**src/hw/rtl/suki_pkg.sv**
```systemverilog
package suki_pkg;

    localparam int KEY_W       = 27;
    localparam int LETTER_W    = 8;
    localparam int STATUS_W    = 2;
    localparam int POS_W       = 4;
    localparam int ENTRY_CNT_W = 5;

    typedef enum logic [STATUS_W-1:0] {
        ST_INSERTED = 2'd0,
        ST_FULL     = 2'd1,
        ST_DUP      = 2'd2
    } status_t;

    typedef struct packed {
        logic [KEY_W-1:0]    id_key;
        logic [LETTER_W-1:0] check_letter;
    } entry_t;

    typedef struct packed {
        logic cmp_en;
        logic load_prev;
        logic load_new;
    } cell_ctrl_t;

    typedef struct packed {
        logic gt;
        logic eq;
    } cell_flag_t;

endpackage

```
**src/hw/rtl/suki_req_if.sv**
```systemverilog
interface suki_req_if;
    import suki_pkg::*;

    logic                valid;
    logic                ready;
    logic [KEY_W-1:0]    id_key;
    logic [LETTER_W-1:0] check_letter;

    modport source (output valid, output id_key, output check_letter, input ready);
    modport sink   (input valid, input id_key, input check_letter, output ready);
endinterface

```
**src/hw/rtl/suki_rsp_if.sv**
```systemverilog
interface suki_rsp_if;
    import suki_pkg::*;

    logic                   valid;
    logic                   ready;
    logic [STATUS_W-1:0]    status;
    logic [POS_W-1:0]       position;
    logic [ENTRY_CNT_W-1:0] entry_count;

    modport source (output valid, output status, output position, output entry_count,
                    input ready);
    modport sink   (input valid, input status, input position, input entry_count,
                    output ready);
endinterface

```
**src/hw/rtl/sorted_unique_key_insert.sv**
```systemverilog
// Sorted table of up to CAPACITY entries (27-bit key, 8-bit letter), kept in
// ascending key order in a row of CAPACITY cells. In the cycle that a word
// is taken, every cell compares its key with the incoming one; the next
// cycle commits it, or later if the previous result still waits in the
// output register: the table is checked for full and duplicate, the
// insertion slot is found from the neighbor compare flags, and cells at and
// above it shift up one place while the new entry is written. Each word
// passes a compare step and then a commit step over the cell row, and the
// next word is taken once the commit is done, even while the result still
// waits in the output register. No reset pass is needed.
module sorted_unique_key_insert #(
    parameter int CAPACITY = 16
) (
    input logic       clk,
    input logic       rst_n,
    suki_req_if.sink   req,
    suki_rsp_if.source rsp
);
    import suki_pkg::*;

    localparam int CNT_W = $clog2(CAPACITY + 1);
    localparam int IDX_W = (CAPACITY > 1) ? $clog2(CAPACITY) : 1;

    logic                   cmp_valid_reg;
    logic                   cmp_valid_next;
    logic [CNT_W-1:0]       count_reg;
    logic [CNT_W-1:0]       count_next;
    entry_t                 hold_reg;
    logic                   rsp_valid_reg;
    logic                   rsp_valid_next;
    status_t                status_reg;
    status_t                status_next;
    logic [POS_W-1:0]       position_reg;
    logic [POS_W-1:0]       position_next;
    logic [ENTRY_CNT_W-1:0] entry_count_reg;
    logic [ENTRY_CNT_W-1:0] entry_count_next;

    logic                   accept;
    logic                   commit;
    logic                   full;
    logic                   dup;
    logic                   insert;
    logic [IDX_W-1:0]       slot_idx;
    entry_t                 probe_entry;

    entry_t                 cell_entry [CAPACITY];
    cell_flag_t             cell_flag  [CAPACITY];
    logic [CAPACITY-1:0]    eq_vec;
    logic [CAPACITY-1:0]    ins_vec;

    assign accept = req.valid && req.ready;
    assign commit = cmp_valid_reg && (!rsp_valid_reg || rsp.ready);

    assign probe_entry.id_key       = req.id_key;
    assign probe_entry.check_letter = req.check_letter;

    assign full   = (count_reg == CNT_W'(CAPACITY));
    assign dup    = |eq_vec;
    assign insert = !full && !dup;

    genvar gi;
    generate
        for (gi = 0; gi < CAPACITY; gi++)
        begin : g_cell
            cell_ctrl_t ctrl;
            logic       prev_gt;
            entry_t     prev_entry;

            if (gi == 0)
            begin : g_first
                assign prev_gt    = 1'b0;
                assign prev_entry = hold_reg;
            end
            else
            begin : g_rest
                assign prev_gt    = cell_flag[gi-1].gt;
                assign prev_entry = cell_entry[gi-1];
            end

            assign eq_vec[gi]  = cell_flag[gi].eq;
            // first larger key, or the first free slot when none is larger
            assign ins_vec[gi] = !prev_gt &&
                                 (cell_flag[gi].gt || (count_reg == CNT_W'(gi)));

            assign ctrl.cmp_en    = accept;
            assign ctrl.load_new  = commit && insert && ins_vec[gi];
            assign ctrl.load_prev = commit && insert && prev_gt;

            suki_cell u_cell (
                .clk        (clk),
                .ctrl       (ctrl),
                .occupied   (count_reg > CNT_W'(gi)),
                .probe_key  (req.id_key),
                .new_entry  (hold_reg),
                .prev_entry (prev_entry),
                .entry      (cell_entry[gi]),
                .flag       (cell_flag[gi])
            );
        end
    endgenerate

    // one-hot to index
    always_comb
    begin
        slot_idx = '0;
        for (int i = 0; i < CAPACITY; i++)
        begin
            if (ins_vec[i])
            begin
                slot_idx = slot_idx | IDX_W'(i);
            end
        end
    end

    always_comb
    begin
        cmp_valid_next   = cmp_valid_reg;
        count_next       = count_reg;
        rsp_valid_next   = rsp_valid_reg;
        status_next      = status_reg;
        position_next    = position_reg;
        entry_count_next = entry_count_reg;

        if (rsp.ready)
        begin
            rsp_valid_next = 1'b0;
        end

        if (accept)
        begin
            cmp_valid_next = 1'b1;
        end
        else if (commit)
        begin
            cmp_valid_next = 1'b0;
        end

        if (commit)
        begin
            rsp_valid_next = 1'b1;
            position_next  = '0;
            priority if (full)
            begin
                status_next = ST_FULL;
            end
            else if (dup)
            begin
                status_next = ST_DUP;
            end
            else
            begin
                status_next   = ST_INSERTED;
                position_next = POS_W'(slot_idx);
                count_next    = count_reg + CNT_W'(1);
            end
            entry_count_next = ENTRY_CNT_W'(count_next);
        end
    end

    always_ff @(posedge clk or negedge rst_n)
    begin
        if (!rst_n)
        begin
            cmp_valid_reg <= 1'b0;
            count_reg     <= '0;
            rsp_valid_reg <= 1'b0;
        end
        else
        begin
            cmp_valid_reg <= cmp_valid_next;
            count_reg     <= count_next;
            rsp_valid_reg <= rsp_valid_next;
        end
    end

    always_ff @(posedge clk)
    begin
        if (accept)
        begin
            hold_reg <= probe_entry;
        end
        status_reg      <= status_next;
        position_reg    <= position_next;
        entry_count_reg <= entry_count_next;
    end

    assign req.ready       = !cmp_valid_reg;
    assign rsp.valid       = rsp_valid_reg;
    assign rsp.status      = status_reg;
    assign rsp.position    = position_reg;
    assign rsp.entry_count = entry_count_reg;

`ifndef SYNTH
    a_count_bound : assert property (@(posedge clk) disable iff (!rst_n)
        count_reg <= CNT_W'(CAPACITY))
        else $error("entry count above capacity");

    a_count_step : assert property (@(posedge clk) disable iff (!rst_n)
        (commit && insert) |=> (count_reg == $past(count_reg) + CNT_W'(1)))
        else $error("insert did not advance the count");

    a_count_hold : assert property (@(posedge clk) disable iff (!rst_n)
        !(commit && insert) |=> (count_reg == $past(count_reg)))
        else $error("count moved without an insert");

    a_slot_onehot : assert property (@(posedge clk) disable iff (!rst_n)
        (commit && insert) |-> $onehot(ins_vec))
        else $error("insertion slot not unique");
`endif
endmodule

```
**src/hw/rtl/suki_cell.sv**
```systemverilog
module suki_cell (
    input  logic                clk,
    input  suki_pkg::cell_ctrl_t ctrl,
    input  logic                occupied,
    input  logic [suki_pkg::KEY_W-1:0] probe_key,
    input  suki_pkg::entry_t    new_entry,
    input  suki_pkg::entry_t    prev_entry,
    output suki_pkg::entry_t    entry,
    output suki_pkg::cell_flag_t flag
);
    import suki_pkg::*;

    entry_t     entry_reg;
    entry_t     entry_next;
    cell_flag_t flag_reg;
    cell_flag_t flag_next;

    always_comb
    begin
        entry_next = entry_reg;
        priority if (ctrl.load_new)
        begin
            entry_next = new_entry;
        end
        else if (ctrl.load_prev)
        begin
            entry_next = prev_entry;
        end
        else
        begin
            entry_next = entry_reg;
        end

        flag_next = flag_reg;
        if (ctrl.cmp_en)
        begin
            flag_next.gt = occupied && (entry_reg.id_key > probe_key);
            flag_next.eq = occupied && (entry_reg.id_key == probe_key);
        end
    end

    always_ff @(posedge clk)
    begin
        entry_reg <= entry_next;
        flag_reg  <= flag_next;
    end

    assign entry = entry_reg;
    assign flag  = flag_reg;
endmodule
```
**src/flat_wrapper.sv**
```systemverilog
// flat-port wrapper written by rule: the top's interface ports become plain ports
module sorted_unique_key_insert_flat import suki_pkg::*;
#(
    parameter int CAPACITY = 16
)
  (clk, rst_n, req_valid, req_id_key, req_check_letter, req_ready, rsp_valid, rsp_status, rsp_position, rsp_entry_count, rsp_ready);
  suki_req_if req_i ();
  suki_rsp_if rsp_i ();
  input logic clk;
  input logic rst_n;
  input wire logic [$bits(req_i.valid)-1:0] req_valid;
  input wire logic [$bits(req_i.id_key)-1:0] req_id_key;
  input wire logic [$bits(req_i.check_letter)-1:0] req_check_letter;
  output wire logic [$bits(req_i.ready)-1:0] req_ready;
  output wire logic [$bits(rsp_i.valid)-1:0] rsp_valid;
  output wire logic [$bits(rsp_i.status)-1:0] rsp_status;
  output wire logic [$bits(rsp_i.position)-1:0] rsp_position;
  output wire logic [$bits(rsp_i.entry_count)-1:0] rsp_entry_count;
  input wire logic [$bits(rsp_i.ready)-1:0] rsp_ready;
  assign req_i.valid = req_valid;
  assign req_i.id_key = req_id_key;
  assign req_i.check_letter = req_check_letter;
  assign req_ready = req_i.ready;
  assign rsp_valid = rsp_i.valid;
  assign rsp_status = rsp_i.status;
  assign rsp_position = rsp_i.position;
  assign rsp_entry_count = rsp_i.entry_count;
  assign rsp_i.ready = rsp_ready;
  sorted_unique_key_insert #(.CAPACITY(CAPACITY)) u_core (.clk(clk), .rst_n(rst_n), .req(req_i), .rsp(rsp_i));
endmodule
```
**config.mk**
```make
export PLATFORM = sky130hd
export DESIGN_NAME = sorted_unique_key_insert_flat
export DESIGN_NICKNAME = d
export VERILOG_FILES = /design/src/hw/rtl/suki_pkg.sv /design/src/hw/rtl/suki_req_if.sv /design/src/hw/rtl/suki_rsp_if.sv /design/src/hw/rtl/sorted_unique_key_insert.sv /design/src/hw/rtl/suki_cell.sv /design/src/flat_wrapper.sv
export SDC_FILE = /design/constraint.sdc
export NUM_CORES = 1
export LEC_CHECK = 0
export BUFFER_PORTS_ARGS = -buffer_cell sky130_fd_sc_hd__clkbuf_2
export CORE_MARGIN = 2
export CORE_UTILIZATION = 45
export CTS_CLUSTER_DIAMETER = 150
export DETAILED_ROUTE_END_ITERATION = 6
export HOLD_SLACK_MARGIN = 0.05
export PLACE_DENSITY = 0.68
export SLEW_MARGIN = 5
export SYNTH_ARGS = -nofsm -noshare
export SYNTH_HDL_FRONTEND = slang
export SYNTH_SLANG_ARGS = --single-unit
```
**constraint.sdc**
```tcl
create_clock -name clk -period 5.06 [get_ports clk]
set_clock_uncertainty 0.05 [all_clocks]
set_input_delay 0.253 -clock clk [delete_from_list [all_inputs] [get_ports clk]]
set_output_delay 0.253 -clock clk [all_outputs]
set_load 0.005 [all_outputs]
```
# After elaboration in Yosys (flattened, before gate mapping)
# Index checks and enable logic that the tools add are counted.
# totals
ff_bits,637
inputBits,39
elab_cells,326
# classes
n_addsub,1
order_cmp,32
eq_ne,32
mux,52
n_reduce_logical,138
# ops
operator,n
35-bit two-way mux,30
27-bit equality test,16
27-bit greater-than comparator,16
1-bit logical AND,82
"5-bit by 4-bit equality test with 1-bit output, second input constant",8
"5-bit by 4-bit greater-than comparator with 1-bit output, second input constant",8
2-bit nonzero test,17
4-bit two-way mux,8
"5-bit by 3-bit equality test with 1-bit output, second input constant",4
"5-bit by 3-bit greater-than comparator with 1-bit output, second input constant",4
1-bit logical NOT,19
1-bit logical OR,17
17-bit OR reduction,1
16-bit OR reduction,1
3-bit two-way mux,4
"5-bit by 2-bit equality test with 1-bit output, second input constant",2
"5-bit by 1-bit greater-than comparator with 1-bit output, second input constant",2
"5-bit by 2-bit greater-than comparator with 1-bit output, second input constant",2
5-bit two-way mux,2
2-bit two-way mux,3
"5-bit by 1-bit adder with 5-bit output, second input constant",1
"5-bit by 1-bit equality test with 1-bit output, second input constant",1
"5-bit equality test, second input constant",1
5-bit logical NOT,1
1-bit two-way mux,5

# Longest topological paths before layout
# logic_depth
ltp_word,18
ltp_mapped,11

# Modules after synthesis
# Synthesis repeated with hierarchy kept, for this count alone.
# hier_totals
cells_unflattened,2993
area_unflattened_um2,38057.8
# by_module_without_submodules
module,n_inst,cells_each,area_per_inst_um2,seq_area_each_um2
suki_cell,16,173,2208.4,1111.1
sorted_unique_key_insert,1,225,2723.9,1556.5

# Least setup slack after synthesis
# No wires, ideal clock.
# synth_path
path_kind,reg2reg
startpoint,register u_core.count_reg[0]
endpoint,"register u_core.g_cell[7].u_cell.entry_reg, in the netlist u_core.g_cell[7].u_cell.entry[10], enable pin"
setup_time_ns,0.420
arrival_ns,3.485
required_ns,4.590
slack_ns,1.105
stages_incl_launch_ff,11
n_path_buf,5
period_less_slack_ns,3.955
cell_sequence,dfrtp_1 > clkbuf_1 > inv_1 > ha_1 > and3_4 > buf_6 > or3_1 > buf_6 > buf_2 > clkbuf_1 > a21oi_1
# synth_via
elab_chain_len,6
elab_cells_between_ends,10
classes_between,2 x eq/ne; 8 x reduce/logical
# synth_rtl
element,line_no,text
start: declaration,sorted_unique_key_insert.sv:26,logic [CNT_W-1:0] count_reg;
start signal: assignment,sorted_unique_key_insert.sv:171,count_reg <= count_next;
5-bit equality test,sorted_unique_key_insert.sv:57,assign full = (count_reg == CNT_W'(CAPACITY));
1-bit logical NOT,sorted_unique_key_insert.sv:59,assign insert = !full && !dup;
1-bit logical AND,sorted_unique_key_insert.sv:59,
1-bit logical AND,"sorted_unique_key_insert.sv:86, sorted_unique_key_insert.sv:87",
"1-bit logical AND, on equally long branches","sorted_unique_key_insert.sv:86, sorted_unique_key_insert.sv:87",
2-bit nonzero test (no source line) (*),n/a,
end signal: assignment,suki_cell.sv:44,entry_reg <= entry_next;
end: declaration,suki_cell.sv:13,entry_t entry_reg;
# Mark *: on every way between the ends. The rest lies on a longest branch, timed or not.
# A chain may end at the register's enable or synchronous reset.

==> results.py <==
metrics = {
    "routing": {
        "post_drt_wl_per_cell_um": 21.31,
        "drc": 0,
        "wl_um": 71040,
        "viasPerCell": 5.919,
        "drtAntennaViolNets": 0,
        "vias": 19728,
        "first_pass_iters": 6,
        "drtIter0Drc": 1441,
    },
    "global_route": {
        "antenna_found_initial": 0,
        "grt_max_degree": 34,
        "top_usage_layer": "met2",
        "grt_usage_pct": 20.09,
        "grt.met1_usage_pct": 25.17,
        "grt.met2_usage_pct": 34.90,
        "grt_pass1_vias": 20627,
        "grt_pass1_wl_um": 111700,
        "met3_usage_pct": 2.856,
        "grt_overflow": 0,
    },
    "yosys": {
        "synthesis.nets": 2787,
        "yosys_warnings": 0,
        "synth_enable_flop_cells": 502,
        "synthCells": 2312,
        "async_reset_ff_share_pct": 1.375,
        "synth_area_mm2": 0.03083,
        "syn_avg_cell_area_um2": 13.34,
        "synth_flop_cell": "edfxtp_1",
        "yosysSeqAreaShare_pct": 49.46,
        "yosys_register_bits": 509,
        "synth_cell_types": 59,
    },
    "clocking": {
        "cts_buffers": 56,
        "cts_resized": 0,
        "post-cts-setup-buffers": 0,
        "clock-sinks": 509,
        "clk_pin_slew_ns": 0.06,
        "cts_root_buffer": "clkbuf_16",
        "cts_buffer_depth": 3,
        "ctsHtreeMaxLevel": 2,
        "hold_buffers": 30,
        "clk_latency_ns": 0.61,
        "cts_tree": "done",
    },
    "power_and_ir_drop": {
        "p_int_mw": 7.173,
        "pwr_density_cell_mw_per_mm2": 281.2,
        "leakage_nw": 12.69,
        "switching_share_pct": 25.07,
        "total_power_mw": 9.574,
        "pwr-share-clk_pct": 40.1,
        "seqPwrFrac_pct": 52.4,
        "ir_drop_v": 0.0002877,
        "comb_power_share_pct": 7.5,
        "switching_power_mw": 2.401,
    },
    "critical_path": {
        "r2r_cells": 7,
        "timing.rr.start": "u_core.g_cell[13].u_cell.flag[0]",
        "r2r-end": "u_core.g_cell[3].u_cell.entry[34]",
        "cp-endpoint": "u_core.g_cell[3].u_cell.entry[34]",
        "end_kind": "flop",
        "crit_type": "flop to flop",
        "reg2reg_slack_ns": 1.20,
        "path_cells": "nor4_1 > nand4_2 > or3_2 > buf_4 > nor3_4 > buf_4 > mux2_2",
        "crit_fanout": 27,
        "startpoint": "u_core.g_cell[13].u_cell.flag[0]",
        "arrival_ns": 4.17,
        "path_common_cell": "buf_4",
        "startpoint_type": "flop",
        "worst-endpoint-required_ns": 5.36,
        "crit_slowest_cell": "or3_2",
        "max_stage_delay_ns": 0.87,
    },
    "flow_run": {
        "drv_cap": 0,
    },
    "min_path": {
        "hp-class": "input pin to flop",
    },
    "sta": {
        "setup_viol": 0,
        "holdWs_ns": 0.2765,
        "drv_slew": 0,
        "fin_crit_sh_pct": 76.37,
        "worst_slew_pin_slew_ns": 1.094,
        "slew_headroom_pct": 26.37,
        "finalHoldViolCount": 0,
        "fmax_mhz": 258.8,
        "period_needed_ns": 3.864,
        "finalSetupTns_ns": 0,
        "rsz0062_at_grt": "no",
    },
    "floorplan": {
        "dieArea_mm2": 0.07062,
        "core-area_mm2": 0.06751,
        "core.rowCount": 95,
        "die_height_um": 265.8,
        "fp.dieW_um": 265.8,
        "start_util_pct": 45.67,
        "io_pins": 52,
    },
    "placed_design": {
        "dpl.hpwl_um": 55360,
        "io_buffers": 43,
        "place_congestion": 0.8356,
        "dp.cells": 3202,
    },
    "layout": {
        "final_common_cell": "edfxtp_1",
        "nNetsFinal": 2892,
        "diodes": 0,
        "drive_gt1_share_pct": 24.39,
        "area_growth_pct": 10.42,
        "fillers": 5605,
        "largest_register_ffs": 432,
        "final_cell_mix": "edfxtp_1, ha_1, mux2_2",
        "finalNonFillerCells": 3333,
    },
    "run_status": {
        "status": "completed",
    },
}
through the flow:
step | utilization (%) | cell area (um2) | setup slack (ns)
after CTS | 50.42 | 34040 | 1.185
after detailed placement | 47.49 | 32060 | 1.185
after floorplan | - | 30830 | 1.105
after global routing | 50.42 | 34040 | 0.9577
final | 50.42 | 34040 | 1.196
after global placement | 47.49 | 32060 | 1.179
synthesized netlist by cell type (26+ instances only):
master | number | area [um2]
nor2_1 | 77 | 289.0
inv_1 | 64 | 240.2
o21ai_0 | 71 | 355.3
ha_1 | 436 | 5455
nand3_1 | 55 | 275.3
nand2_1 | 97 | 364.1
mux2_2 | 387 | 4358
a21oi_1 | 198 | 991.0
edfxtp_1 | 502 | 15070
nand4_1 | 74 | 462.9
clkbuf_1 | 33 | 123.9
a211oi_1 | 26 | 195.2
worst max-delay path, delay by kind of cell (launching register included):
family	cells	cell delay [ns]
buf+inv	2	0.79
flops	1	0.36
simple gates	4	1.99
mux	1	0.39
worst min path at each step:
stage                             start                        endpoint  slack [ns]  cells past startpoint
final                     req_id_key[0]  u_core.g_cell[0].prev_entry[8]        0.28                      1
after global routing      req_id_key[0]  u_core.g_cell[0].prev_entry[8]        0.28                      1
after CTS                 req_id_key[0]  u_core.g_cell[0].prev_entry[8]        0.24                      1
after detailed placement          rst_n             u_core.count_reg[4]        0.05                      1
after global placement            rst_n             u_core.count_reg[4]        0.05                      1
after floorplan                   rst_n            u_core.cmp_valid_reg       -0.09                      0
cells by family after synthesis:
logic type,count (synthesis),synth area share [%]
flops,509,49.46
fa+ha+maj,436,17.69
simple gates,431,7.719
mux,407,15.11
compound gates,392,7.634
buf+inv,132,2.240
xor+xnor,5,0.1420
power groups by stage:
| stage | logic [mW] | registers [mW] | clock network [mW] |
|---|---|---|---|
| 2_1_floorplan | 0.488 | 4.91 | 0 |
| 3_3_place_gp | 0.654 | 5.07 | 0 |
| 3_5_place_dp | 0.694 | 5.09 | 0 |
| 4_1_cts | 0.718 | 5.00 | 3.91 |
| 5_1_grt | 0.806 | 5.03 | 4.07 |
| 6_report | 0.718 | 5.02 | 3.84 |
area by class of cell:
class,count,area [um2],area share [%]
clock buffer,68,1468,4.311
clock inverter,33,211.5,0.6211
inverter,65,244.0,0.7167
multi-input combinational,1671,14960,43.93
sequential,509,15250,44.79
tap,873,1092,3.209
timing repair buffer,114,823.3,2.418
routing by layer:
metal,wire length [um],vias to the layer above,share of wire (%)
met4,2709,0,3.8
met3,3029,130,4.3
li1,-,9352,-
met2,34720,425,49
met5,0,-,0
met1,30580,9821,43
Note: power is estimated with default switching activity, not from simulation.
